[config.mk]
export PLATFORM = sky130hd
export DESIGN_NAME = wav_header_chunk_parser
export DESIGN_NICKNAME = d
export VERILOG_FILES = /design/src/hw/rtl/wavhdr_pkg.sv /design/src/hw/rtl/wavhdr_in_reg.sv /design/src/hw/rtl/wavhdr_parse.sv /design/src/hw/rtl/wavhdr_out_reg.sv /design/src/hw/rtl/wav_header_chunk_parser.sv
export VERILOG_INCLUDE_DIRS = /design/src /design/src/hw/rtl
export SDC_FILE = /design/constraint.sdc
export NUM_CORES = 1
export LEC_CHECK = 0
export BUFFER_PORTS_ARGS = -buffer_cell sky130_fd_sc_hd__buf_4
export CORE_MARGIN = 8
export CORE_UTILIZATION = 55
export CTS_CLUSTER_DIAMETER = 150
export DETAILED_ROUTE_END_ITERATION = 8
export HOLD_SLACK_MARGIN = 0.06
export PLACE_DENSITY = 0.74
export SYNTH_ARGS = -nofsm -noshare
export SYNTH_HDL_FRONTEND = slang
export SYNTH_SLANG_ARGS = --single-unit
[constraint.sdc]
create_clock -name clk -period 31.3 [get_ports clk]
set_input_delay 6.26 -clock clk [delete_from_list [all_inputs] [get_ports clk]]
set_output_delay 6.26 -clock clk [all_outputs]
set_load 0.05 [all_outputs]
[src/hw/rtl/wav_header_chunk_parser_assert.svh]
// assertion macros for the wav header chunk parser
// needs clk and rst in the including module's scope
`ifndef WAV_HEADER_CHUNK_PARSER_ASSERT_SVH
`define WAV_HEADER_CHUNK_PARSER_ASSERT_SVH

// same-cycle implication, checked outside reset
`define WAVHDR_ASSERT_NOW(lbl, ante, cons, msg) \
  lbl: assert property (@(posedge clk) disable iff (rst) (ante) |-> (cons)) \
    else $error(msg);

// next-cycle implication, checked outside reset
`define WAVHDR_ASSERT_NEXT(lbl, ante, cons, msg) \
  lbl: assert property (@(posedge clk) disable iff (rst) (ante) |=> (cons)) \
    else $error(msg);

`endif

[src/hw/rtl/wavhdr_pkg.sv]
// shared types and constants of the wav header chunk parser
// no dependencies
package wavhdr_pkg;

  // chunk tags as they read little-endian from the stream
  localparam logic [31:0] TAG_FMT  = 32'h2074_6D66;
  localparam logic [31:0] TAG_LIST = 32'h5453_494C;
  localparam logic [31:0] TAG_DATA = 32'h6174_6164;

  localparam logic [4:0]  MASTER_BYTES = 5'd12;
  localparam logic [4:0]  HDR_BYTES    = 5'd8;
  localparam logic [4:0]  FMT_BYTES    = 5'd16;
  localparam logic [31:0] FMT_LEN_MIN  = 32'd16;
  localparam logic [7:0]  UNK_MAX      = 8'hFF;
  localparam logic [15:0] REQ_FORMAT_RST = 16'd1;

  // result status codes
  localparam logic [2:0] ST_DATA      = 3'd0;
  localparam logic [2:0] ST_SHORT_MST = 3'd1;
  localparam logic [2:0] ST_SHORT_FMT = 3'd2;
  localparam logic [2:0] ST_BAD_FMT   = 3'd3;
  localparam logic [2:0] ST_FMT_SMALL = 3'd4;
  localparam logic [2:0] ST_SHORT_SKP = 3'd5;
  localparam logic [2:0] ST_NO_DATA   = 3'd6;
  localparam logic [2:0] ST_NONE      = 3'd7;

  typedef enum logic [2:0] {
    PH_IDLE,
    PH_MASTER,
    PH_HDR,
    PH_FMT,
    PH_SKIP,
    PH_DONE
  } phase_t;

  typedef struct packed {
    logic [7:0] data_byte;
    logic       start_of_file;
    logic       end_of_file;
  } beat_t;

  typedef struct packed {
    logic [2:0]  status;
    logic [31:0] riff_size;
    logic [15:0] fmt_code;
    logic [15:0] chan_count;
    logic [31:0] samp_rate;
    logic [31:0] bytes_per_sec;
    logic [15:0] frame_bytes;
    logic [15:0] sample_bits;
    logic [31:0] data_size;
    logic [7:0]  unknown_chunks;
  } result_t;

endpackage

[src/hw/rtl/wavhdr_in_reg.sv]
// input register of the wav header chunk parser
// depends on wavhdr_pkg
module wavhdr_in_reg
  import wavhdr_pkg::*;
(
  input  logic  clk,
  input  logic  rst,
  input  logic  in_valid,
  output logic  in_ready,
  input  beat_t in_beat,
  input  logic  take,
  output logic  held_valid,
  output beat_t held_beat
);

  assign in_ready = !held_valid || take;

  always_ff @(posedge clk) begin
    if (rst) begin
      held_valid <= 1'b0;
    end else if (in_ready) begin
      held_valid <= in_valid;
    end
  end

  always_ff @(posedge clk) begin
    if (in_ready && in_valid) begin
      held_beat <= in_beat;
    end
  end

endmodule

[src/hw/rtl/wavhdr_parse.sv]
// per-byte parse state machine: master header, chunk headers, fmt capture, skips
// depends on wavhdr_pkg
module wavhdr_parse
  import wavhdr_pkg::*;
(
  input  logic        clk,
  input  logic        rst,
  input  logic        fire,
  input  beat_t       beat,
  input  logic [15:0] required_format,
  output logic        res_hit,
  output logic        res_valid,
  output result_t     res,
  output phase_t      phase
);

  logic [4:0]   pos;
  logic [31:0]  tag;
  logic [31:0]  len;
  logic [32:0]  skip;
  logic [31:0]  riff;
  logic [127:0] fmt;
  logic [7:0]   unknown;

  phase_t       phase_next;
  logic [4:0]   pos_next;
  logic [31:0]  tag_next;
  logic [31:0]  len_next;
  logic [32:0]  skip_next;
  logic [31:0]  riff_next;
  logic [127:0] fmt_next;
  logic [7:0]   unknown_next;
  logic [2:0]   st;
  logic         live;
  logic         active;

  // next state and datapath
  always_comb begin
    logic [4:0]  pos_inc;
    logic [32:0] skip_len;
    logic        do_skip;
    phase_t      ph_cur;

    ph_cur       = beat.start_of_file ? PH_MASTER : phase;
    pos_next     = beat.start_of_file ? 5'd0 : pos;
    tag_next     = beat.start_of_file ? 32'd0 : tag;
    len_next     = beat.start_of_file ? 32'd0 : len;
    skip_next    = beat.start_of_file ? 33'd0 : skip;
    riff_next    = beat.start_of_file ? 32'd0 : riff;
    fmt_next     = beat.start_of_file ? 128'd0 : fmt;
    unknown_next = beat.start_of_file ? 8'd0 : unknown;
    phase_next   = ph_cur;
    st           = ST_NONE;
    live         = (ph_cur != PH_IDLE) && (ph_cur != PH_DONE);
    active       = fire && live;
    pos_inc      = pos_next + 5'd1;
    skip_len     = 33'd0;
    do_skip      = 1'b0;

    unique case (ph_cur)
      PH_MASTER: begin
        if (pos_next >= 5'd4 && pos_next < 5'd8) begin
          riff_next[{pos_next[1:0], 3'b000} +: 8] = beat.data_byte;
        end
        pos_next = pos_inc;
        if (pos_inc >= MASTER_BYTES) begin
          phase_next = PH_HDR;
          pos_next   = 5'd0;
          tag_next   = 32'd0;
          len_next   = 32'd0;
        end
      end
      PH_HDR: begin
        if (pos_next < 5'd4) begin
          tag_next[{pos_next[1:0], 3'b000} +: 8] = beat.data_byte;
        end else begin
          len_next[{pos_next[1:0], 3'b000} +: 8] = beat.data_byte;
        end
        pos_next = pos_inc;
        if (pos_inc >= HDR_BYTES) begin
          pos_next = 5'd0;
          if (tag_next == TAG_FMT) begin
            fmt_next   = 128'd0;
            phase_next = PH_FMT;
          end else if (tag_next == TAG_DATA) begin
            st = ST_DATA;
          end else begin
            if (tag_next != TAG_LIST && unknown_next != UNK_MAX) begin
              unknown_next = unknown_next + 8'd1;
            end
            skip_len = {1'b0, len_next} + {32'd0, len_next[0]};
            do_skip  = 1'b1;
          end
        end
      end
      PH_FMT: begin
        fmt_next[{pos_next[3:0], 3'b000} +: 8] = beat.data_byte;
        pos_next = pos_inc;
        if (pos_inc >= FMT_BYTES) begin
          pos_next = 5'd0;
          if (fmt_next[15:0] != required_format) begin
            st = ST_BAD_FMT;
          end else if (len_next < FMT_LEN_MIN) begin
            st = ST_FMT_SMALL;
          end else begin
            skip_len = {1'b0, len_next - FMT_LEN_MIN} + {32'd0, len_next[0]};
            do_skip  = 1'b1;
          end
        end
      end
      PH_SKIP: begin
        if (skip_next != 33'd0) begin
          skip_next = skip_next - 33'd1;
        end
        if (skip_next == 33'd0) begin
          phase_next = PH_HDR;
          pos_next   = 5'd0;
          tag_next   = 32'd0;
          len_next   = 32'd0;
        end
      end
      default: begin
      end
    endcase

    // start a skip, or go straight to the next header when it is empty
    if (do_skip) begin
      skip_next = skip_len;
      if (skip_len == 33'd0) begin
        phase_next = PH_HDR;
        pos_next   = 5'd0;
        tag_next   = 32'd0;
        len_next   = 32'd0;
      end else begin
        phase_next = PH_SKIP;
      end
    end

    if (st == ST_NONE && beat.end_of_file) begin
      unique case (phase_next)
        PH_MASTER: st = ST_SHORT_MST;
        PH_FMT:    st = ST_SHORT_FMT;
        PH_SKIP:   st = ST_SHORT_SKP;
        default:   st = ST_NO_DATA;
      endcase
    end
    if (st != ST_NONE) begin
      phase_next = PH_DONE;
    end
  end

  // result outputs; res_hit says the held byte would give a result if parsed
  always_comb begin
    res_hit             = live && (st != ST_NONE);
    res_valid           = active && (st != ST_NONE);
    res.status          = st;
    res.riff_size       = (st == ST_SHORT_MST) ? 32'd0 : riff_next;
    res.fmt_code        = fmt_next[15:0];
    res.chan_count      = fmt_next[31:16];
    res.samp_rate       = fmt_next[63:32];
    res.bytes_per_sec   = fmt_next[95:64];
    res.frame_bytes     = fmt_next[111:96];
    res.sample_bits     = fmt_next[127:112];
    res.data_size       = (st == ST_DATA) ? len_next : 32'd0;
    res.unknown_chunks  = unknown_next;
  end

  always_ff @(posedge clk) begin
    if (rst) begin
      phase <= PH_IDLE;
      pos   <= 5'd0;
    end else if (active) begin
      phase <= phase_next;
      pos   <= pos_next;
    end
  end

  always_ff @(posedge clk) begin
    if (active) begin
      tag     <= tag_next;
      len     <= len_next;
      skip    <= skip_next;
      riff    <= riff_next;
      fmt     <= fmt_next;
      unknown <= unknown_next;
    end
  end

endmodule

[src/hw/rtl/wavhdr_out_reg.sv]
// result register of the wav header chunk parser
// depends on wavhdr_pkg
module wavhdr_out_reg
  import wavhdr_pkg::*;
(
  input  logic    clk,
  input  logic    rst,
  input  logic    load,
  input  result_t load_res,
  output logic    out_valid,
  input  logic    out_ready,
  output result_t out_res
);

  always_ff @(posedge clk) begin
    if (rst) begin
      out_valid <= 1'b0;
    end else if (load) begin
      out_valid <= 1'b1;
    end else if (out_ready) begin
      out_valid <= 1'b0;
    end
  end

  always_ff @(posedge clk) begin
    if (load) begin
      out_res <= load_res;
    end
  end

endmodule

[src/hw/rtl/wav_header_chunk_parser.sv]
// wav header chunk parser, top level: one file byte per beat in, one result per file out
// result path: an accepted byte is held in the input register and parsed from there,
//   and the result it gives is registered in the result register, which drives the result beat
// throughput: one byte per cycle; a byte waits in the input register only when it
//   gives a result while an earlier result beat is held and not taken
// reset: rst (synchronous) empties both registers, puts the parser idle and sets
//   required_format to 1; bytes before the first start-of-file are dropped
`include "wav_header_chunk_parser_assert.svh"

module wav_header_chunk_parser
  import wavhdr_pkg::*;
(
  input  logic         clk,
  input  logic         rst,
  // file byte stream
  input  logic         s_axis_tvalid,
  output logic         s_axis_tready,
  input  logic [7:0]   s_axis_tdata,   // [7:0] data_byte
  input  logic         s_axis_tuser,   // [0] start_of_file
  input  logic         s_axis_tlast,   // end_of_file
  // result stream
  output logic         m_axis_tvalid,
  input  logic         m_axis_tready,
  output logic [199:0] m_axis_tdata,   // riff_size, fmt_code, chan_count,
                                       // samp_rate, bytes_per_sec, frame_bytes,
                                       // sample_bits, data_size, unknown_chunks
  output logic [2:0]   m_axis_tuser,   // [2:0] status
  // format register write
  input  logic         cfg_valid,
  output logic         cfg_ready,
  input  logic [15:0]  cfg_data
);

  logic        held_valid;
  beat_t       held_beat;
  beat_t       in_beat;
  logic        fire;
  logic        res_hit;
  logic        res_valid;
  result_t     res;
  result_t     out_res;
  phase_t      phase;
  logic [15:0] required_format;

  // config register, always writable
  assign cfg_ready = 1'b1;

  always_ff @(posedge clk) begin
    if (rst) begin
      required_format <= REQ_FORMAT_RST;
    end else if (cfg_valid) begin
      required_format <= cfg_data;
    end
  end

  assign in_beat.data_byte     = s_axis_tdata;
  assign in_beat.start_of_file = s_axis_tuser;
  assign in_beat.end_of_file   = s_axis_tlast;

  // a held byte is parsed unless it gives a result and the result register is
  // still full, so a result never has to wait inside the parser
  assign fire = held_valid && (!res_hit || !m_axis_tvalid || m_axis_tready);

  wavhdr_in_reg u_in_reg (
    .clk        (clk),
    .rst        (rst),
    .in_valid   (s_axis_tvalid),
    .in_ready   (s_axis_tready),
    .in_beat    (in_beat),
    .take       (fire),
    .held_valid (held_valid),
    .held_beat  (held_beat)
  );

  // header walk: master header, chunk tags and sizes, fmt capture, skips
  wavhdr_parse u_parse (
    .clk             (clk),
    .rst             (rst),
    .fire            (fire),
    .beat            (held_beat),
    .required_format (required_format),
    .res_hit         (res_hit),
    .res_valid       (res_valid),
    .res             (res),
    .phase           (phase)
  );

  wavhdr_out_reg u_out_reg (
    .clk       (clk),
    .rst       (rst),
    .load      (res_valid),
    .load_res  (res),
    .out_valid (m_axis_tvalid),
    .out_ready (m_axis_tready),
    .out_res   (out_res)
  );

  // pack result fields, first field lowest
  assign m_axis_tuser = out_res.status;
  assign m_axis_tdata = {out_res.unknown_chunks, out_res.data_size,
                         out_res.sample_bits, out_res.frame_bytes,
                         out_res.bytes_per_sec, out_res.samp_rate,
                         out_res.chan_count, out_res.fmt_code,
                         out_res.riff_size};

  // a result is only loaded into an empty or draining output register
  `WAVHDR_ASSERT_NOW(a_res_into_empty, res_valid, !m_axis_tvalid || m_axis_tready, "result while output full")
  // once a result is out the parser ignores bytes until the next file
  `WAVHDR_ASSERT_NEXT(a_done_after_res, res_valid, phase == PH_DONE, "parser not done after result")
  // data size only carries meaning with a found data chunk
  `WAVHDR_ASSERT_NOW(a_dsize_zero, m_axis_tvalid && m_axis_tuser != ST_DATA, m_axis_tdata[191:160] == 32'd0, "data size set without data chunk")

endmodule
==> results of run 1 <==
[state kept, by name, indices dropped and copies added, names as in the netlist, 5 cells and up]
register            count
u_in_reg.held_beat     10
u_out_reg.out_res     203
u_parse.len            32
u_parse.unknown         8
u_parse.tag            32
u_parse.skip           33
required_format        16
u_parse.pos             5
u_parse.riff           32
u_parse.fmt           128
[worst paths after layout]
kind	startpoint	cells past startpoint	slack [ns]	to
max	m_axis_tready	4	17.90	s_axis_tready
min	required_format[4]$_SDFFE_PP0P_	2	0.54	required_format[4]$_SDFFE_PP0P_
max reg2reg	u_parse.pos[0]$_SDFFE_PP0P_	15	22.78	u_out_reg.out_res[180]$_SDFFCE_PN0P_
min reg2reg	required_format[4]$_SDFFE_PP0P_	2	0.54	required_format[4]$_SDFFE_PP0P_
[layout make-up]
| cell class | instances | area, sq um | share of cell area |
|---|---|---|---|
| Tap cell | 664 | 830.8 | 0.02642 |
| Timing Repair Buffer | 273 | 2049 | 0.06517 |
| Multi-Input combinational cell | 1859 | 11410 | 0.3629 |
| Inverter | 87 | 335.3 | 0.01066 |
| Clock buffer | 55 | 1334 | 0.04241 |
| Sequential cell | 504 | 14870 | 0.4729 |
| Clock inverter | 44 | 614.3 | 0.01953 |
[metal layers]
metal | share of wire | GRT usage | vias up | wire length, microns
met5 | 0 | 0 | - | 0
met4 | 0.027 | 0.08504 | 0 | 2328
met3 | 0.11 | 0.06708 | 153 | 9480
met2 | 0.45 | 0.4512 | 1420 | 39440
met1 | 0.42 | 0.4172 | 11140 | 36550
li1 | - | - | 10290 | -
[through the flow]
step / utilization / instance area (sq um)
finish: 0.6425 / 31450
global placement: 0.6027 / 29500
global route: 0.6425 / 31450
CTS: 0.6425 / 31450
detailed placement: 0.6027 / 29500
floorplan: - / 27260
[worst max-delay path, cell delays in order]
cell	delay, ns
buf_4	0.10
nand2b_1	0.17
or3_1	0.40
buf_4	0.21
[power by group through the flow]
stage / Combinational (mW) / Sequential (mW) / Clock (mW)
after global routing: 0.173 / 0.786 / 0.733
after floorplan: 0.0907 / 0.818 / 0
final: 0.163 / 0.784 / 0.702
after CTS: 0.160 / 0.783 / 0.709
after global placement: 0.157 / 0.796 / 0
after detailed placement: 0.159 / 0.797 / 0
[cell usage in the layout, fill, tap and decap left out, types with 53 or more instances in the layout]
cell type / Yosys / layout
buf_4: 7 / 273
o21ai_0: 165 / 165
a21oi_1: 107 / 107
clkbuf_16: 0 / 53
nor3_1: 60 / 59
nor2_1: 221 / 218
edfxtp_1: 478 / 478
a22o_1: 61 / 61
inv_1: 87 / 85
nand3_1: 107 / 107
xnor2_1: 68 / 68
nand2_1: 275 / 275
[cell families (layout without fill, tap and decap cells)]
family / after synthesis / in the layout / share of synthesized area
simple gates: 1017 / 1017 / 0.1909
compound gates: 689 / 689 / 0.1726
flops: 504 / 504 / 0.5456
buf+inv: 257 / 459 / 0.03804
xor+xnor: 97 / 97 / 0.03116
mux: 43 / 43 / 0.01611
fa+ha+maj: 12 / 12 / 0.005507
other cells: 1 / 1 / 0.0001375
==> results.sh, run 1 <==
export IMPL_port_buffer_count=235
export IMPL_areaGrowthSynthToFinish_pct=15.36
export IMPL_setup_viol=0
export IMPL_fin_total_pwr_mw=1.649
export IMPL_grt_start_max_net_pins=135
export IMPL_slew_viol_final=0
export IMPL_fmax_mhz=74.60
export IMPL_synth_top_flop_cell="edfxtp_1"
export IMPL_vdd_drop_max_mv=0.05338
export IMPL_io_pins=237
export IMPL_synth_nets=2663
export IMPL_gp_congestion=0.9544
export IMPL_htreeDepth=2
export IMPL_ctsHoldBuffers=0
export IMPL_clk_path_buf_depth=3
export IMPL_switching_share=0.2497
export IMPL_yosysTopAreaCellShare=0.5265
export IMPL_path_max_fanout=3
export IMPL_dr_pass1_iters=6
export IMPL_postSynth_asyncResetShare=0
export IMPL_fin_nets=2821
export IMPL_min_path_type="register to register"
export IMPL_power_switching_uw=411.6
export IMPL_synth_most_common_cell="edfxtp_1"
export IMPL_seqPwrFrac=0.475
export IMPL_die_x_microns=238.6
export IMPL_drt_iter0_markers=3278
export IMPL_crit_arrival_ns=7.15
export IMPL_status="finished, final reports clean"
export IMPL_start_util=0.5570
export IMPL_cts_clk_slew_worst_paths_ns=0.06
export IMPL_cp_required_ns=25.04
export IMPL_cts_tree="yes"
export IMPL_ctsRootBufferMaster="clkbuf_16"
export IMPL_max_slew_worst_pin_slew_ns=1.343
export IMPL_postCtsSetupBuffers=0
export IMPL_grt_pass1_wl_microns=131500
export IMPL_die_y_microns=238.6
export IMPL_yosys_top_cells_area="edfxtp_1, nand2_1, nor2_1"
export IMPL_leakage_nw=11.02
export IMPL_drive_gt1_frac=0.1467
export IMPL_wire_per_inst_microns=25.19
export IMPL_clock_sinks=504
export IMPL_syn_avg_cell_area_sq_um=10.41
export IMPL_num_rows=81
export IMPL_synth_seq_cells=504
export IMPL_netlist_top_cell_by_area="edfxtp_1"
export IMPL_insertion_delay_ns=0.63
export IMPL_drtAntennaViolNets=0
export IMPL_synth_edff_count=478
export IMPL_rsz0062_at_grt="false"
export IMPL_hold_ws_ns=0.5379
export IMPL_cts_made_buffers=53
export IMPL_num_antenna_cells=0
export IMPL_dp_cells=3387
export IMPL_yosys_top_cells_count="edfxtp_1, nand2_1, nor2_1"
export IMPL_yosysWarnings=0
export IMPL_die_area_sq_mm=0.05695
export IMPL_synth_cells=2620
export IMPL_fillCellCount=3812
export IMPL_maxCapViolCount=0
export IMPL_remaining_drc_errors=0
export IMPL_vias=23000
export IMPL_stdcell_count=3486
export IMPL_vias_per_cell=6.598
export IMPL_hpwl_microns=62150
export IMPL_finClkSkew_ns=0.02707
export IMPL_p_per_area_mw_per_mm2=52.42
export IMPL_combPwrFrac=0.099
export IMPL_syn_area_sq_mm=0.02726
export IMPL_place_ws_ns=17.89
export IMPL_tns_ns=0
export IMPL_fin_crit_sh=0.4283
export IMPL_track_usage=0.2947
export IMPL_ys_types=101
export IMPL_routed_wirelength_microns=87800
export IMPL_slew_limit_headroom=0.1027
export IMPL_grt_remaining_overflow=0
export IMPL_grt_antenna_before_repair=0
export IMPL_fin_crit_ns=13.41
export IMPL_fin_ws_ns=17.90
export IMPL_critical_path_class="input port to output pin"
export IMPL_worstSetupStartpointType="input port"
export IMPL_grt_pass1_vias=21430
export IMPL_internal_power_mw=1.237
export IMPL_core_sq_mm=0.04895
export IMPL_worst_setup_path_end_kind="output pin"
export IMPL_clock_power_share=0.426
export IMPL_cts_resized=0
export IMPL_hold_viol_final=0
export IMPL_ys_seq_area_frac=0.5456
Power figures use the tool's default switching activity.
==> run 2, diff against run 1 <==
==> constraint.sdc (replaced) <==
create_clock -name clk -period 12.9 [get_ports clk]
set_input_delay 2.58 -clock clk [delete_from_list [all_inputs] [get_ports clk]]
set_output_delay 2.58 -clock clk [all_outputs]
set_load 0.05 [all_outputs]
==> run 2 against run 1 <==
Compared with the run above:
- final cell count is 0.23% lower
- sequential power is 140% higher
- clock power is 100% higher
- sequential cell count stayed put
- die area stayed put
- utilization is 0.62 points lower
- largest power group unchanged
- critical path depth is 9 higher
==> results.sh, run 2 (synthesized netlist as in run 1, its figures left out) <==
export IMPL_status="finished, final reports clean"
export IMPL_dp_cells=3392
export IMPL_hold_ws_ns=0.5374
export IMPL_worst_setup_path_end_kind="output pin"
export IMPL_slowest_delay_ns=0.81
export IMPL_remaining_drc_errors=0
export IMPL_regArea_sq_mm=0.01487
export IMPL_io_pins=237
export IMPL_fmax_mhz=114.6
export IMPL_postCtsSetupBuffers=0
export IMPL_critPathTopFamily="simple AND/OR/NAND/NOR gates"
export IMPL_crit_chain="buf_4, clkinv_2, nand2_1, ha_1, nor4b_1, nand4_1, or3_1, o21ai_0, inv_1, nand3_1, a21oi_2, or3_1, buf_4"
export IMPL_path_max_fanout=57
export IMPL_dr_pass1_iters=7
export IMPL_cts_tree="yes"
export IMPL_ctsHoldBuffers=0
export IMPL_p_per_area_mw_per_mm2=120.0
export IMPL_slew_viol_final=0
export IMPL_cts_made_buffers=50
export IMPL_path_buf_inv=4
export IMPL_grt_remaining_overflow=0
export IMPL_htreeDepth=2
export IMPL_cp_slowest_cell="clkinv_2"
export IMPL_largest_reg_flops=203
export IMPL_cts_resized=0
export IMPL_ctsRootBufferMaster="clkbuf_16"
export IMPL_clock_sinks=504
export IMPL_hpwl_microns=64920
export IMPL_gp_congestion=1.006
export IMPL_maxCapViolCount=0
export IMPL_die_y_microns=238.6
export IMPL_areaGrowthSynthToFinish_pct=14.25
export IMPL_vias_per_cell=6.678
export IMPL_routed_wirelength_microns=90920
export IMPL_track_usage=0.3060
export IMPL_leakage_nw=10.89
export IMPL_fin_nets=2823
export IMPL_die_area_sq_mm=0.05695
export IMPL_crit_arrival_ns=6.15
export IMPL_hold_viol_final=0
export IMPL_largest_registers="u_out_reg.out_res x203, u_parse.fmt x128, u_parse.skip x33"
export IMPL_cts_clk_slew_worst_paths_ns=0.06
export IMPL_port_buffer_count=235
export IMPL_final_common_cell="edfxtp_1"
export IMPL_top_register="u_out_reg.out_res"
export IMPL_insertion_delay_ns=0.63
export IMPL_vdd_drop_max_mv=0.1184
export IMPL_drtAntennaViolNets=0
export IMPL_cp_required_ns=10.32
export IMPL_wire_per_inst_microns=26.14
export IMPL_multi_input_area_sq_mm=0.01142
export IMPL_die_x_microns=238.6
export IMPL_fin_crit_ns=8.729
export IMPL_num_rows=81
export IMPL_rsz0062_at_grt="false"
export IMPL_core_sq_mm=0.04895
export IMPL_stdcell_count=3478
export IMPL_setup_viol=0
export IMPL_grt_pass1_wl_microns=135600
export IMPL_fillCellCount=3884
export IMPL_grt_start_max_net_pins=98
export IMPL_start_util=0.5570
export IMPL_slew_limit_headroom=0.1308
export IMPL_max_slew_worst_pin_slew_ns=1.304
export IMPL_grt_pass1_vias=22000
export IMPL_tns_ns=0
export IMPL_finClkSkew_ns=0.04536
export IMPL_critical_path_class="register to output pin"
export IMPL_worstSetupStartpointType="register"
export IMPL_grt_antenna_before_repair=2
export IMPL_fin_crit_sh=0.6767
export IMPL_drive_gt1_frac=0.1422
export IMPL_final_cell_mix="edfxtp_1, buf_4, nand2_1"
export IMPL_clk_path_buf_depth=3
export IMPL_drt_iter0_markers=3079
export IMPL_min_path_type="register to register"
export IMPL_vias=23230
-- run 2: cell types whose count changed in the layout (fill, tap and decap cells not counted), moves of 3 or more --
cell / delta
bufinv_16: -10
clkbuf_1: +10
clkinvlp_4: -7
buf_4: +5
clkbuf_8: +5
clkinv_1: -4
clkbuf_16: -3
-- run 2: final timing paths --
check	from	end	slack, ns	cells after the start
min	required_format[6]$_SDFFE_PP0P_	required_format[6]$_SDFFE_PP0P_	0.54	2
max reg2reg	u_parse.pos[0]$_SDFFE_PP0P_	u_parse.fmt[79]$_DFFE_PP_	5.34	13
min reg2reg	required_format[6]$_SDFFE_PP0P_	required_format[6]$_SDFFE_PP0P_	0.54	2
max	u_in_reg.held_beat[1]$_DFFE_PP_	s_axis_tready	4.17	13
-- run 2: metrics by stage --
stage                     cell area, sq um    util  worst slack, ns  power, mW
after global routing                 31140  0.6363            3.800      3.838
after CTS                            31140  0.6363            4.247      3.746
after floorplan                      27270       -            1.079      2.203
after global placement               29550  0.6036            5.107      2.319
final                                31150  0.6363            4.171      3.736
after detailed placement             29550  0.6036            4.929      2.326
-- run 2: power by group --
part	total, mW	leakage, nW	switching, mW	internal (mW)
Sequential	1.90	4.70	0.0418	1.86
Combinational	0.399	5.41	0.283	0.117
Clock	1.43	0.778	0.627	0.807
Total	3.74	10.9	0.951	2.78
-- run 2: worst min-delay path: stages (launching register included) --
cell	delay [ns]
dfxtp_1	0.35
mux2i_1	0.08
nor2_1	0.07
-- run 2: area by class of cell --
| cell class | count | share of cell area |
|---|---|---|
| Antenna cell | 1 | 0.00008034 |
| Clock buffer | 67 | 0.04383 |
| Clock inverter | 18 | 0.007512 |
| Inverter | 87 | 0.01077 |
| Multi-Input combinational cell | 1859 | 0.3666 |
| Sequential cell | 504 | 0.4775 |
| Tap cell | 664 | 0.02667 |
| Timing Repair Buffer | 278 | 0.06700 |
-- run 2: metal layers --
metal | GRT usage | wire length [microns] | share of wire | up-vias
met4 | 0.09192 | 2725 | 0.030 | 2
met1 | 0.4387 | 38330 | 0.42 | 11310
met2 | 0.4613 | 40200 | 0.44 | 1438
met5 | 0 | 8 | 0.000088 | -
li1 | - | - | - | 10270
met3 | 0.06916 | 9656 | 0.11 | 205
